<file path="src/sv/motion_command_priority_arbiter_core_macros.svh">
// ---------------------------------------------------------------------------
// Assertion macros for the motion command arbiter
// Shared concurrent assertion forms, clocked on clk, disabled in reset.
// ---------------------------------------------------------------------------
`ifndef MOTION_COMMAND_PRIORITY_ARBITER_CORE_MACROS_SVH
`define MOTION_COMMAND_PRIORITY_ARBITER_CORE_MACROS_SVH

// same-cycle implication
`define MCPA_ASSERT_IMP(label, ante, cons, msg) \
	label: assert property (@(posedge clk) disable iff (!arst_n) (ante) |-> (cons)) \
		else $error(msg);

// next-cycle implication
`define MCPA_ASSERT_NXT(label, ante, cons, msg) \
	label: assert property (@(posedge clk) disable iff (!arst_n) (ante) |=> (cons)) \
		else $error(msg);

`endif

</file>
<file path="src/sv/mcpa_pkg.sv">
// ---------------------------------------------------------------------------
// Motion command arbiter package
// Codes, transaction types and helper functions shared by the arbiter.
// ---------------------------------------------------------------------------
package mcpa_pkg;

	localparam int CodeW  = 3;
	localparam int SpeedW = 16;
	localparam int MagW   = 15;
	localparam int TmoW   = 31;
	localparam int TimeW  = 32;
	localparam int PrioW  = 7;

	localparam logic [CodeW-1:0] ACT_TICK     = 3'd0;
	localparam logic [CodeW-1:0] ACT_SUBMIT   = 3'd1;
	localparam logic [CodeW-1:0] ACT_TANK     = 3'd2;
	localparam logic [CodeW-1:0] ACT_CLR_NORM = 3'd3;
	localparam logic [CodeW-1:0] ACT_CLR_EMER = 3'd4;

	localparam logic [CodeW-1:0] OWN_NONE      = 3'd0;
	localparam logic [CodeW-1:0] OWN_TRACKING  = 3'd1;
	localparam logic [CodeW-1:0] OWN_AUTO      = 3'd2;
	localparam logic [CodeW-1:0] OWN_MANUAL    = 3'd3;
	localparam logic [CodeW-1:0] OWN_TRANSPORT = 3'd4;
	localparam logic [CodeW-1:0] OWN_EMERGENCY = 3'd5;

	localparam logic [CodeW-1:0] MODE_STOP  = 3'd0;
	localparam logic [CodeW-1:0] MODE_RIGHT = 3'd4;
	localparam logic [CodeW-1:0] MODE_TANK  = 3'd5;

	localparam logic [PrioW-1:0] PRIO_EMERGENCY = 7'd100;
	localparam logic [PrioW-1:0] PRIO_TRANSPORT = 7'd80;
	localparam logic [PrioW-1:0] PRIO_MANUAL    = 7'd60;
	localparam logic [PrioW-1:0] PRIO_AUTO      = 7'd40;
	localparam logic [PrioW-1:0] PRIO_TRACKING  = 7'd20;
	localparam logic [PrioW-1:0] PRIO_NONE      = 7'd0;

	typedef struct packed {
		logic [CodeW-1:0]         action;
		logic [CodeW-1:0]         owner;
		logic [CodeW-1:0]         command;
		logic signed [SpeedW-1:0] speed;
		logic signed [SpeedW-1:0] tank_left;
		logic signed [SpeedW-1:0] tank_right;
		logic [TmoW-1:0]          lease_ms;
	} item_t;

	typedef struct packed {
		logic                     accepted;
		logic                     drive_update;
		logic [CodeW-1:0]         drive_mode;
		logic [MagW-1:0]          drive_magnitude;
		logic signed [SpeedW-1:0] left_drive;
		logic signed [SpeedW-1:0] right_drive;
		logic [MagW-1:0]          car_speed;
		logic                     emergency_locked;
		logic [CodeW-1:0]         current_owner;
	} result_t;

	typedef struct packed {
		logic [CodeW-1:0] holder;
		logic [TimeW-1:0] expiry_time;
		logic             lease_active;
		logic             lease_timed;
		logic [TimeW-1:0] millis_now;
		logic [MagW-1:0]  applied_speed;
	} arb_state_t;

	function automatic logic [PrioW-1:0] prio_of(input logic [CodeW-1:0] o);
		logic [PrioW-1:0] p;
		case (o)
			OWN_EMERGENCY: p = PRIO_EMERGENCY;
			OWN_TRANSPORT: p = PRIO_TRANSPORT;
			OWN_MANUAL:    p = PRIO_MANUAL;
			OWN_AUTO:      p = PRIO_AUTO;
			OWN_TRACKING:  p = PRIO_TRACKING;
			default:       p = PRIO_NONE;
		endcase
		return p;
	endfunction

	// saturating magnitude of a 16-bit signed value
	function automatic logic [MagW-1:0] mag16(input logic signed [SpeedW-1:0] s);
		logic [SpeedW-1:0] n;
		n = s[SpeedW-1] ? SpeedW'(~s + 1'b1) : s;
		return n[SpeedW-1] ? {MagW{1'b1}} : n[MagW-1:0];
	endfunction

endpackage

</file>
<file path="src/sv/mcpa_decide.sv">
// ---------------------------------------------------------------------------
// Motion command arbiter decision logic
// Computes the result and the next arbiter state for one transaction.
// ---------------------------------------------------------------------------
module mcpa_decide (
	input  mcpa_pkg::item_t      item,
	input  mcpa_pkg::arb_state_t st,
	output mcpa_pkg::arb_state_t st_nxt,
	output mcpa_pkg::result_t    res
);
	import mcpa_pkg::*;

	logic [CodeW-1:0]  cmd;
	logic [TimeW-1:0]  now_inc;
	logic [TimeW-1:0]  age;
	logic              expired;
	logic              tank_stop;
	logic              owner_ok;
	logic              can_acc;
	logic              is_em;
	logic [MagW-1:0]   mag_spd;
	logic [MagW-1:0]   mag_l;
	logic [MagW-1:0]   mag_r;
	logic [MagW:0]     mag_sum;
	logic [MagW-1:0]   avg;
	logic [TimeW-1:0]  expiry_new;

	always_comb begin
		cmd        = (item.command > MODE_RIGHT) ? MODE_STOP : item.command;
		now_inc    = st.millis_now + TimeW'(1);
		age        = now_inc - st.expiry_time;
		expired    = st.lease_active && st.lease_timed && !age[TimeW-1];
		tank_stop  = (item.tank_left == '0) && (item.tank_right == '0);
		owner_ok   = (item.owner != OWN_NONE) && (item.owner <= OWN_EMERGENCY);
		can_acc    = owner_ok && (!st.lease_active || (st.holder == item.owner) ||
			(prio_of(item.owner) > prio_of(st.holder)));
		is_em      = (st.holder == OWN_EMERGENCY);
		mag_spd    = mag16(item.speed);
		mag_l      = mag16(item.tank_left);
		mag_r      = mag16(item.tank_right);
		mag_sum    = {1'b0, mag_l} + {1'b0, mag_r};
		avg        = mag_sum[MagW:1];
		expiry_new = (item.lease_ms != '0) ?
			(st.millis_now + TimeW'(item.lease_ms)) : '0;
	end

	always_comb begin
		st_nxt = st;
		res    = '0;
		case (item.action)
			ACT_TICK: begin
				st_nxt.millis_now = now_inc;
				if (expired) begin
					res.drive_update     = 1'b1;
					st_nxt.applied_speed = '0;
					st_nxt.expiry_time   = '0;
					st_nxt.lease_timed   = 1'b0;
					if (is_em) begin
						st_nxt.lease_active = 1'b1;
					end else begin
						st_nxt.holder       = OWN_NONE;
						st_nxt.lease_active = 1'b0;
					end
				end
			end
			ACT_SUBMIT, ACT_TANK: begin
				if (can_acc) begin
					res.accepted     = 1'b1;
					res.drive_update = 1'b1;
					if (item.action == ACT_TANK && !tank_stop) begin
						st_nxt.holder        = item.owner;
						st_nxt.lease_active  = 1'b1;
						st_nxt.lease_timed   = (item.lease_ms != '0);
						st_nxt.expiry_time   = expiry_new;
						st_nxt.applied_speed = avg;
						res.drive_mode       = MODE_TANK;
						res.left_drive       = item.tank_left;
						res.right_drive      = item.tank_right;
					end else if (item.action == ACT_SUBMIT && cmd != MODE_STOP) begin
						st_nxt.holder        = item.owner;
						st_nxt.lease_active  = 1'b1;
						st_nxt.lease_timed   = (item.lease_ms != '0);
						st_nxt.expiry_time   = expiry_new;
						st_nxt.applied_speed = mag_spd;
						res.drive_mode       = cmd;
						res.drive_magnitude  = mag_spd;
					end else begin
						st_nxt.applied_speed = '0;
						st_nxt.expiry_time   = '0;
						st_nxt.lease_timed   = 1'b0;
						if (item.owner == OWN_EMERGENCY) begin
							st_nxt.holder       = OWN_EMERGENCY;
							st_nxt.lease_active = 1'b1;
						end else begin
							st_nxt.holder       = OWN_NONE;
							st_nxt.lease_active = 1'b0;
						end
					end
				end
			end
			ACT_CLR_NORM, ACT_CLR_EMER: begin
				if (st.lease_active && ((item.action == ACT_CLR_NORM) ? !is_em : is_em)) begin
					res.drive_update     = 1'b1;
					st_nxt.applied_speed = '0;
					st_nxt.holder        = OWN_NONE;
					st_nxt.expiry_time   = '0;
					st_nxt.lease_active  = 1'b0;
					st_nxt.lease_timed   = 1'b0;
				end
			end
			default: begin
				st_nxt = st;
			end
		endcase
		res.car_speed        = st_nxt.applied_speed;
		res.emergency_locked = st_nxt.lease_active && (st_nxt.holder == OWN_EMERGENCY);
		res.current_owner    = st_nxt.holder;
	end

endmodule

</file>
<file path="src/sv/motion_command_priority_arbiter_core.sv">
// ---------------------------------------------------------------------------
// Motion command priority arbiter
// Grants drive control to prioritized owners and issues motor commands.
// ---------------------------------------------------------------------------
// Usage:
//   Request channel (req_valid/req_ready) carries one transaction per tick,
//   submit, tank submit or clear. Response channel (rsp_valid/rsp_ready)
//   returns exactly one result per request, in order.
//   Path: each request passes through an input register and a result register
//   before its response is valid.
//   Throughput: one transaction per cycle unless rsp_ready stalls; the arbiter
//   state updates in the same cycle the input register hands its transaction
//   to the result register, so back-to-back requests see each other's effects.
//   Reset: arst_n clears both pipeline valids, the owner, the lease, the
//   millisecond counter and the applied speed.
//   Stall: while rsp_ready is low and a result waits, the input register
//   holds its transaction and req_ready drops once it is also full.
// ---------------------------------------------------------------------------
`include "motion_command_priority_arbiter_core_macros.svh"

module motion_command_priority_arbiter_core (
	input  logic                                  clk,
	input  logic                                  arst_n,
	input  logic                                  req_valid,
	output logic                                  req_ready,
	input  logic [mcpa_pkg::CodeW-1:0]            action,
	input  logic [mcpa_pkg::CodeW-1:0]            owner,
	input  logic [mcpa_pkg::CodeW-1:0]            command,
	input  logic signed [mcpa_pkg::SpeedW-1:0]    speed,
	input  logic signed [mcpa_pkg::SpeedW-1:0]    tank_left,
	input  logic signed [mcpa_pkg::SpeedW-1:0]    tank_right,
	input  logic [mcpa_pkg::TmoW-1:0]             lease_ms,
	output logic                                  rsp_valid,
	input  logic                                  rsp_ready,
	output logic                                  accepted,
	output logic                                  drive_update,
	output logic [mcpa_pkg::CodeW-1:0]            drive_mode,
	output logic [mcpa_pkg::MagW-1:0]             drive_magnitude,
	output logic signed [mcpa_pkg::SpeedW-1:0]    left_drive,
	output logic signed [mcpa_pkg::SpeedW-1:0]    right_drive,
	output logic [mcpa_pkg::MagW-1:0]             car_speed,
	output logic                                  emergency_locked,
	output logic [mcpa_pkg::CodeW-1:0]            current_owner
);
	import mcpa_pkg::*;

	item_t      item_s1;
	logic       valid_s1;
	result_t    res_s2;
	logic       valid_s2;
	arb_state_t st_q;
	arb_state_t st_nxt;
	result_t    res_nxt;
	logic       adv_s1;

	assign adv_s1    = valid_s1 && (!valid_s2 || rsp_ready);
	assign req_ready = !valid_s1 || adv_s1;

	always_ff @(posedge clk or negedge arst_n) begin
		if (!arst_n) begin
			valid_s1 <= 1'b0;
		end else if (req_ready) begin
			valid_s1 <= req_valid;
		end
	end

	always_ff @(posedge clk) begin
		if (req_valid && req_ready) begin
			item_s1 <= '{action: action, owner: owner, command: command, speed: speed,
				tank_left: tank_left, tank_right: tank_right,
				lease_ms: lease_ms};
		end
	end

	mcpa_decide u_decide (
		.item   (item_s1),
		.st     (st_q),
		.st_nxt (st_nxt),
		.res    (res_nxt)
	);

	always_ff @(posedge clk or negedge arst_n) begin
		if (!arst_n) begin
			st_q     <= '0;
			valid_s2 <= 1'b0;
		end else begin
			if (adv_s1) begin
				st_q <= st_nxt;
			end
			if (adv_s1) begin
				valid_s2 <= 1'b1;
			end else if (rsp_ready) begin
				valid_s2 <= 1'b0;
			end
		end
	end

	always_ff @(posedge clk) begin
		if (adv_s1) begin
			res_s2 <= res_nxt;
		end
	end

	assign rsp_valid        = valid_s2;
	assign accepted         = res_s2.accepted;
	assign drive_update     = res_s2.drive_update;
	assign drive_mode       = res_s2.drive_mode;
	assign drive_magnitude  = res_s2.drive_magnitude;
	assign left_drive       = res_s2.left_drive;
	assign right_drive      = res_s2.right_drive;
	assign car_speed        = res_s2.car_speed;
	assign emergency_locked = res_s2.emergency_locked;
	assign current_owner    = res_s2.current_owner;

	`MCPA_ASSERT_IMP(a_lock_owner, rsp_valid && emergency_locked, current_owner == OWN_EMERGENCY, "emergency lock without emergency owner")
	`MCPA_ASSERT_IMP(a_idle_drive, rsp_valid && !drive_update, drive_mode == MODE_STOP && drive_magnitude == '0 && left_drive == '0 && right_drive == '0, "drive fields set without update")
	`MCPA_ASSERT_IMP(a_acc_update, rsp_valid && accepted, drive_update, "accepted request without drive update")
	`MCPA_ASSERT_IMP(a_no_lease, !st_q.lease_active, st_q.holder == OWN_NONE && !st_q.lease_timed, "owner held without lease")
	`MCPA_ASSERT_NXT(a_tick_count, adv_s1 && item_s1.action == ACT_TICK, st_q.millis_now == TimeW'($past(st_q.millis_now) + TimeW'(1)), "tick did not advance counter")

endmodule
</file>
<file path="config.mk">
export PLATFORM = sky130hd
export DESIGN_NAME = motion_command_priority_arbiter_core
export DESIGN_NICKNAME = d
export VERILOG_FILES = /design/src/sv/mcpa_pkg.sv /design/src/sv/mcpa_decide.sv /design/src/sv/motion_command_priority_arbiter_core.sv
export VERILOG_INCLUDE_DIRS = /design/src /design/src/sv
export SDC_FILE = /design/constraint.sdc
export NUM_CORES = 1
export LEC_CHECK = 0
export BUFFER_PORTS_ARGS = -buffer_cell sky130_fd_sc_hd__clkbuf_2
export CORE_MARGIN = 4
export CORE_UTILIZATION = 64
export CTS_BUF_LIST = sky130_fd_sc_hd__clkbuf_8
export DETAILED_ROUTE_END_ITERATION = 8
export PLACE_DENSITY = 0.86
export SLEW_MARGIN = 20
export SYNTH_ARGS = -nofsm -noshare
export SYNTH_HDL_FRONTEND = slang
export SYNTH_SLANG_ARGS = --single-unit
</file>
<file path="constraint.sdc">
create_clock -name clk -period 8.54 [get_ports clk]
set_input_delay 0 -clock clk [delete_from_list [all_inputs] [get_ports clk]]
set_output_delay 0 -clock clk [all_outputs]
set_load 0.01 [all_outputs]
</file>
* Yosys cells after proc, flatten, opt, wreduce, memory -nomap -nowiden
Cells that the tools add are included.
Storage, ports and cells: flip-flop bits (word level) 245, output and inout port bits 73, word-level logic and storage cells 133, input bits 92
Operators by class: reduce and logical (&&, ||, !) cells 36, magnitude comparators 3, bitwise gates (word level) 6, equality and inequality tests 19, mux-type cells 37, add/sub/neg operators 7
Operators with widths (number):
- two-way mux 37 bit | 5
- two-way mux 15 bit | 9
- one-hot mux 37 bit (3 select lines) | 1
- one-hot mux 7 bit (5 select lines) | 2
- two-way mux 32 bit | 2
- two-way mux 52 bit | 1
- adder 16 x 1 -> 16 bit (second input constant) | 3
- two-way mux 16 bit | 3
- inverter 16 bit | 3
- one-hot mux 15 bit (3 select lines) | 1
- adder 32 x 1 -> 32 bit (second input constant) | 1
- adder 32 x 31 -> 32 bit | 1
- logical NOT 16 bit | 2
- subtractor 32 bit | 1
- nonzero test 31 bit | 1
- equality test 3 x 2 -> 1 bit (second input constant) | 6
- equality test 3 bit (second input constant) | 6
- two-way mux 18 bit | 1
- adder 15 x 15 -> 16 bit | 1
- two-way mux 3 bit | 4
- logical AND 1 bit | 11
- equality test 3 x 1 -> 1 bit (second input constant) | 3
- nonzero test 3 bit | 3
- greater-than comparator 7 bit | 1
- other kinds (16) | 36

* Logic depth before layout (Yosys ltp)
word-level depth 10, mapped depth 23, gate-level depth less buffers 20

* Cells and area by module
A second synthesis with hierarchy kept.
Second synthesis, totals: cells, all modules 1378, area, all modules 14994.4 um2
Modules (own cells, without submodules):
- motion_command_priority_arbiter_core | cells each 345, times used 1, sequential area each 6926.6 um2, area each 8189.1 um2
- mcpa_decide | cells each 1033, times used 1, sequential area each 0.0 um2, area each 6805.3 um2

* Worst setup path after synthesis
No wires, ideal clock.
kind reg2reg, start register st_q[16] in the netlist's numbering, end register res_s2, in the netlist drive_update (data pin), cell stages (with the launch flop) 21, slack 3.676 ns, period minus slack after synthesis 4.864 ns, buffers on the path 2, library setup time 0.255 ns, arrival 4.608 ns, data required time 8.285 ns, cells stage by stage dfrtp_1 > ha_1 > nand3_1 > nor2_1 > and3_1 > and3_1 > clkbuf_1 > nand2_1 > nor2_1 > nand3_1 > nor2_1 > xor2_1 > ha_1 > nand4_1 > or4_1 > or2_2 > o211a_1 > mux2_2 > o21ai_1 > buf_2 > inv_1
RTL lines:
- start: declaration | line motion_command_priority_arbiter_core.sv:51 | arb_state_t st_q;
- start signal: assignment | line motion_command_priority_arbiter_core.sv:88 | st_q <= st_nxt;
- end signal: assignment | line motion_command_priority_arbiter_core.sv:100 | res_s2 <= res_nxt;
- end: declaration | line motion_command_priority_arbiter_core.sv:49 | result_t res_s2;

* Worst setup path in the final report
start register st_q[15] in the netlist's numbering, end register st_q[12] in the netlist's numbering
On the way: longest elaborated chain between the ends 6
RTL lines:
- adder 32 x 1 -> 32 bit | line mcpa_decide.sv:30 | now_inc = st.millis_now + TimeW'(1);
- named net u_decide.now_inc[28] | line mcpa_decide.sv:14 | logic [TimeW-1:0] now_inc;
- subtractor 32 bit | line mcpa_decide.sv:31 | age = now_inc - st.expiry_time;
- logical NOT 1 bit | line mcpa_decide.sv:32 | expired = st.lease_active && st.lease_timed && !age[TimeW-1];
- logical AND 1 bit | line mcpa_decide.sv:32
- two-way mux 15 bit | line mcpa_decide.sv:53 | if (expired) begin
- one-hot mux 15 bit (3 select lines) | line mcpa_decide.sv:50 | case (item.action)
The timed path passes the listed nets, and every way through them passes these cells. A chain may end at the register's enable or synchronous reset.

==> results by group <==
Worst setup path
  – CP Launch Type: flop
  – Crit-path most repeated cell: nor2_1
  – Max incr delay on CP: ~600 ps
  – Slowest CP cell: or4_1
  – Worst Setup End Kind: flop
  – WP data required: about 9000 ps
  – Kind of critical path: flop to flop
  – Max FO, Critical Path: 37
  – Crit path arrival time: about 6200 ps
  – Worst-path cell chain: ha_1 > nand3_1 > nor2_1 > and3_1 > and3_1 > nand2_1 > nor2_1 > nand3_1 > nor2_1 > xor2_1 > ha_1 > nand4_1 > or4_1 > or2_2 > o211a_1 > mux2_2 > o211ai_4 > buf_4 > a22oi_1 > nand2_1

STA
  – Slew headroom: 0.280
  – Fin crit period: approximately 5800 ps
  – Fmax: around 170 MHz
  – Final Hold Fails: 0
  – Hold WS: about 22 ps
  – Slew Viols, Final: 0
  – Final setup viols: 0
  – Fin crit share: 0.674
  – Worst-case clock skew: 30.7 ps
  – TNS Setup: 0 ps
  – Worst-Margin Slew: 1080 ps
  – RSZ-0062 raised after global routing: false

GRT
  – GR Util met3: 0.0545
  – Initial antenna violation count: 0
  – GRT met1 Usage: 0.390
  – Vias in the first global route: about 11000
  – First-pass GRT wire length: about 57000 um
  – Gr ovfl total: 0
  – Pin count of the biggest net entering global routing: 89
  – Total Routing Usage GR: 0.293
  – Busiest layer in global routing: met2
  – Met2 Track Usage GR: 0.475

Floorplanning
  – IO Count: 165
  – Die Wd: 155 um
  – Die height: ~160 um
  – FP Rows: 53
  – Core footprint: 0.0212 mm2
  – Die area: 0.0241 mm2
  – Initial core utilization: 0.655

Power and ir drop
  – Clock share of power: 0.336
  – Peak VDD IR: between 0.15 and 0.2 mV
  – LEAKAGE: between 7 and 8 nW
  – Internal: ~2.2 mW
  – Sw Pwr: ~0.9 mW
  – Sw frac: 0.295
  – Comb power frac: 0.199
  – Power Dens Cells: about 190 mW/mm2
  – Flop pwr share: 0.465

Clocking
  – CTS buffer count: 42
  – CTS H-tree depth: 2
  – # clock sinks: ~250
  – Clock insertion delay at the later pin of the skew report: about 550 ps
  – CTS resizes: 0
  – CTS tree: yes
  – CTS Root Cell: clkbuf_8
  – Hold-fix buffers, CTS: slightly above 90
  – CTS max path bufs: 3
  – Post-CTS Setup Inserts: 0
  – Clock transition at the registers of the reported paths: roughly 60 ps

Synth
  – Post-synth top area share: 0.345
  – Syn_area_per_cell: roughly 11 um2
  – Synth area leader: edfxtp_1
  – Ys Warns: 0
  – Post-Synthesis Cells: 1286
  – Top post-synthesis cells by count: edfxtp_1, nand2_1, dfrtp_1
  – Top cells by area, synth: edfxtp_1, dfrtp_1, ha_1
  – Seq/Total Area, Yosys: 0.500
  – Number of synthesized flops with an enable pin: ~160
  – Area of the mapped netlist: between 0.01 and 0.015 mm2
  – Asr flop ratio synth: 0.351
  – Syn Nets: about 1500
  – Yosys reg bits: ~250
  – Most common cell in the netlist: edfxtp_1
  – Library cells used by synthesis: 75
  – Main synth FF type: edfxtp_1

Hold path
  – Hold Crit Class: input port to asynchronous set/reset pin

Layout
  – Nets: 1728
  – Ant diodes: 0
  – Fin area: 0.0167 mm2
  – Synthesis-to-finish area growth: 20.5%
  – Share of cells above drive strength 1: 0.160

Routing
  – Iteration-0 DRC Markers: approximately 1100
  – Final ANT Viol Nets: 0
  – Routed len/inst: between 15 and 20 um
  – DR vias/cell: between 6 and 7
  – DRT Pass-1 Iters: 7
  – Post-route DRC: 0
  – Vias: 11400
  – DRT Wirelength: around 36000 um

Job
  – MaxCap Viol Count: 0

Place
  – I/O Buffers: ~160
  – Gpl congestion: between 0.9 and 1
  – Area after DPL: between 0.01 and 0.015 mm2
  – Final HPWL DP: approximately 24000 um

Status
  – Status: finished clean
## area by class of cell
| class | instances | area, um2 |
|---|---|---|
| fillers | 1327 | 4460 |
| clock inverters | 35 | 233 |
| flip-flops and latches | 245 | 6930 |
| clock buffers | 43 | 592 |
| inverters | 66 | 249 |
| multi-input cells | 931 | 6520 |
| repair buffers | 264 | 1840 |
| well taps | 275 | 344 |
## worst paths after layout
path,end,cells past startpoint,slack (ps),start
worst min register to register,st_q[6],2,490,st_q[6]
min in group clk,item_s1[23],2,160,lease_ms[23]
worst min-delay path,st_q[12],3,20,arst_n
max in group asynchronous,st_q[17],3,7680,arst_n
worst max register to register,st_q[12],20,2790,st_q[15]
worst max-delay path,st_q[12],20,2790,st_q[15]
## per-layer routing
metal	wire length, um	share of wire
met1	14100	0.39
met2	16800	0.47
met3	3300	0.093
met4	1520	0.042
met5	0	0
## flip-flops by register name, summed over array words and instances, names as in the netlist, 3 cells and up
register,cells
item_s1,88
st_q,84
left_drive,16
right_drive,16
car_speed,15
drive_magnitude,15
current_owner,3
drive_mode,3
## metrics by stage
step	power, mW	util	worst slack (ps)	cells
2_1_floorplan	1.86	-	3680	1286
3_3_place_gp	2.02	0.705	3150	1687
3_5_place_dp	2.05	0.705	2980	1687
4_1_cts	3.12	0.788	2920	1858
5_1_grt	3.28	0.789	2450	1859
6_report	3.13	0.789	2790	1859
## layout by cell type, fill, tap and decap left out, types with 8 or more instances in the layout
cell type      count
clkbuf_2         163
nand2b_1          11
o211ai_1           9
or3_1             10
edfxtp_1         159
a22o_1            39
o21ai_0           38
dfrtp_1           86
xnor2_1           67
nand4_1           22
clkbuf_8          43
dlygate4sd3_1     92
nor2_1            71
a31oi_1            8
inv_1             82
nand3_1           26
nor2b_1           12
ha_1              84
and2_1            33
nor3_1            31
a21o_1            36
nor4_1            12
xor2_1            73
a21oi_1           62
or4_1              8
a211oi_1          11
nand2_1          132
o31ai_1           10
## power groups by stage
stage | combinational, mW | clock [mW] | sequential, mW
2_1_floorplan | 0.400 | 0 | 1.46
3_3_place_gp | 0.550 | 0 | 1.47
3_5_place_dp | 0.572 | 0 | 1.47
4_1_cts | 0.612 | 1.05 | 1.45
5_1_grt | 0.684 | 1.13 | 1.47
6_report | 0.624 | 1.05 | 1.46
## cells by family (layout without fill, tap and decap cells)
logic type                 Yosys count  count (layout)  synth area share
xor gates and xnor gates           140             140            0.0885
AOI/OAI and AO/OA                  294             294             0.151
adders and majority gates           87              87            0.0795
and+or+nand+nor                    403             403             0.144
muxes                                7               7           0.00533
buffers and inverters              110             408            0.0315
DFF                                245             245             0.500
## worst max-delay path, delay by kind of cell, from the launching register on
kind,cells,cell delay [ps]
simple gates,12,2950
compound gates,3,810
fa+ha+maj,2,570
buf+inv,1,490
flops,1,460
mux,1,330
xor+xnor,1,100
Power figures use the tool's default switching activity.
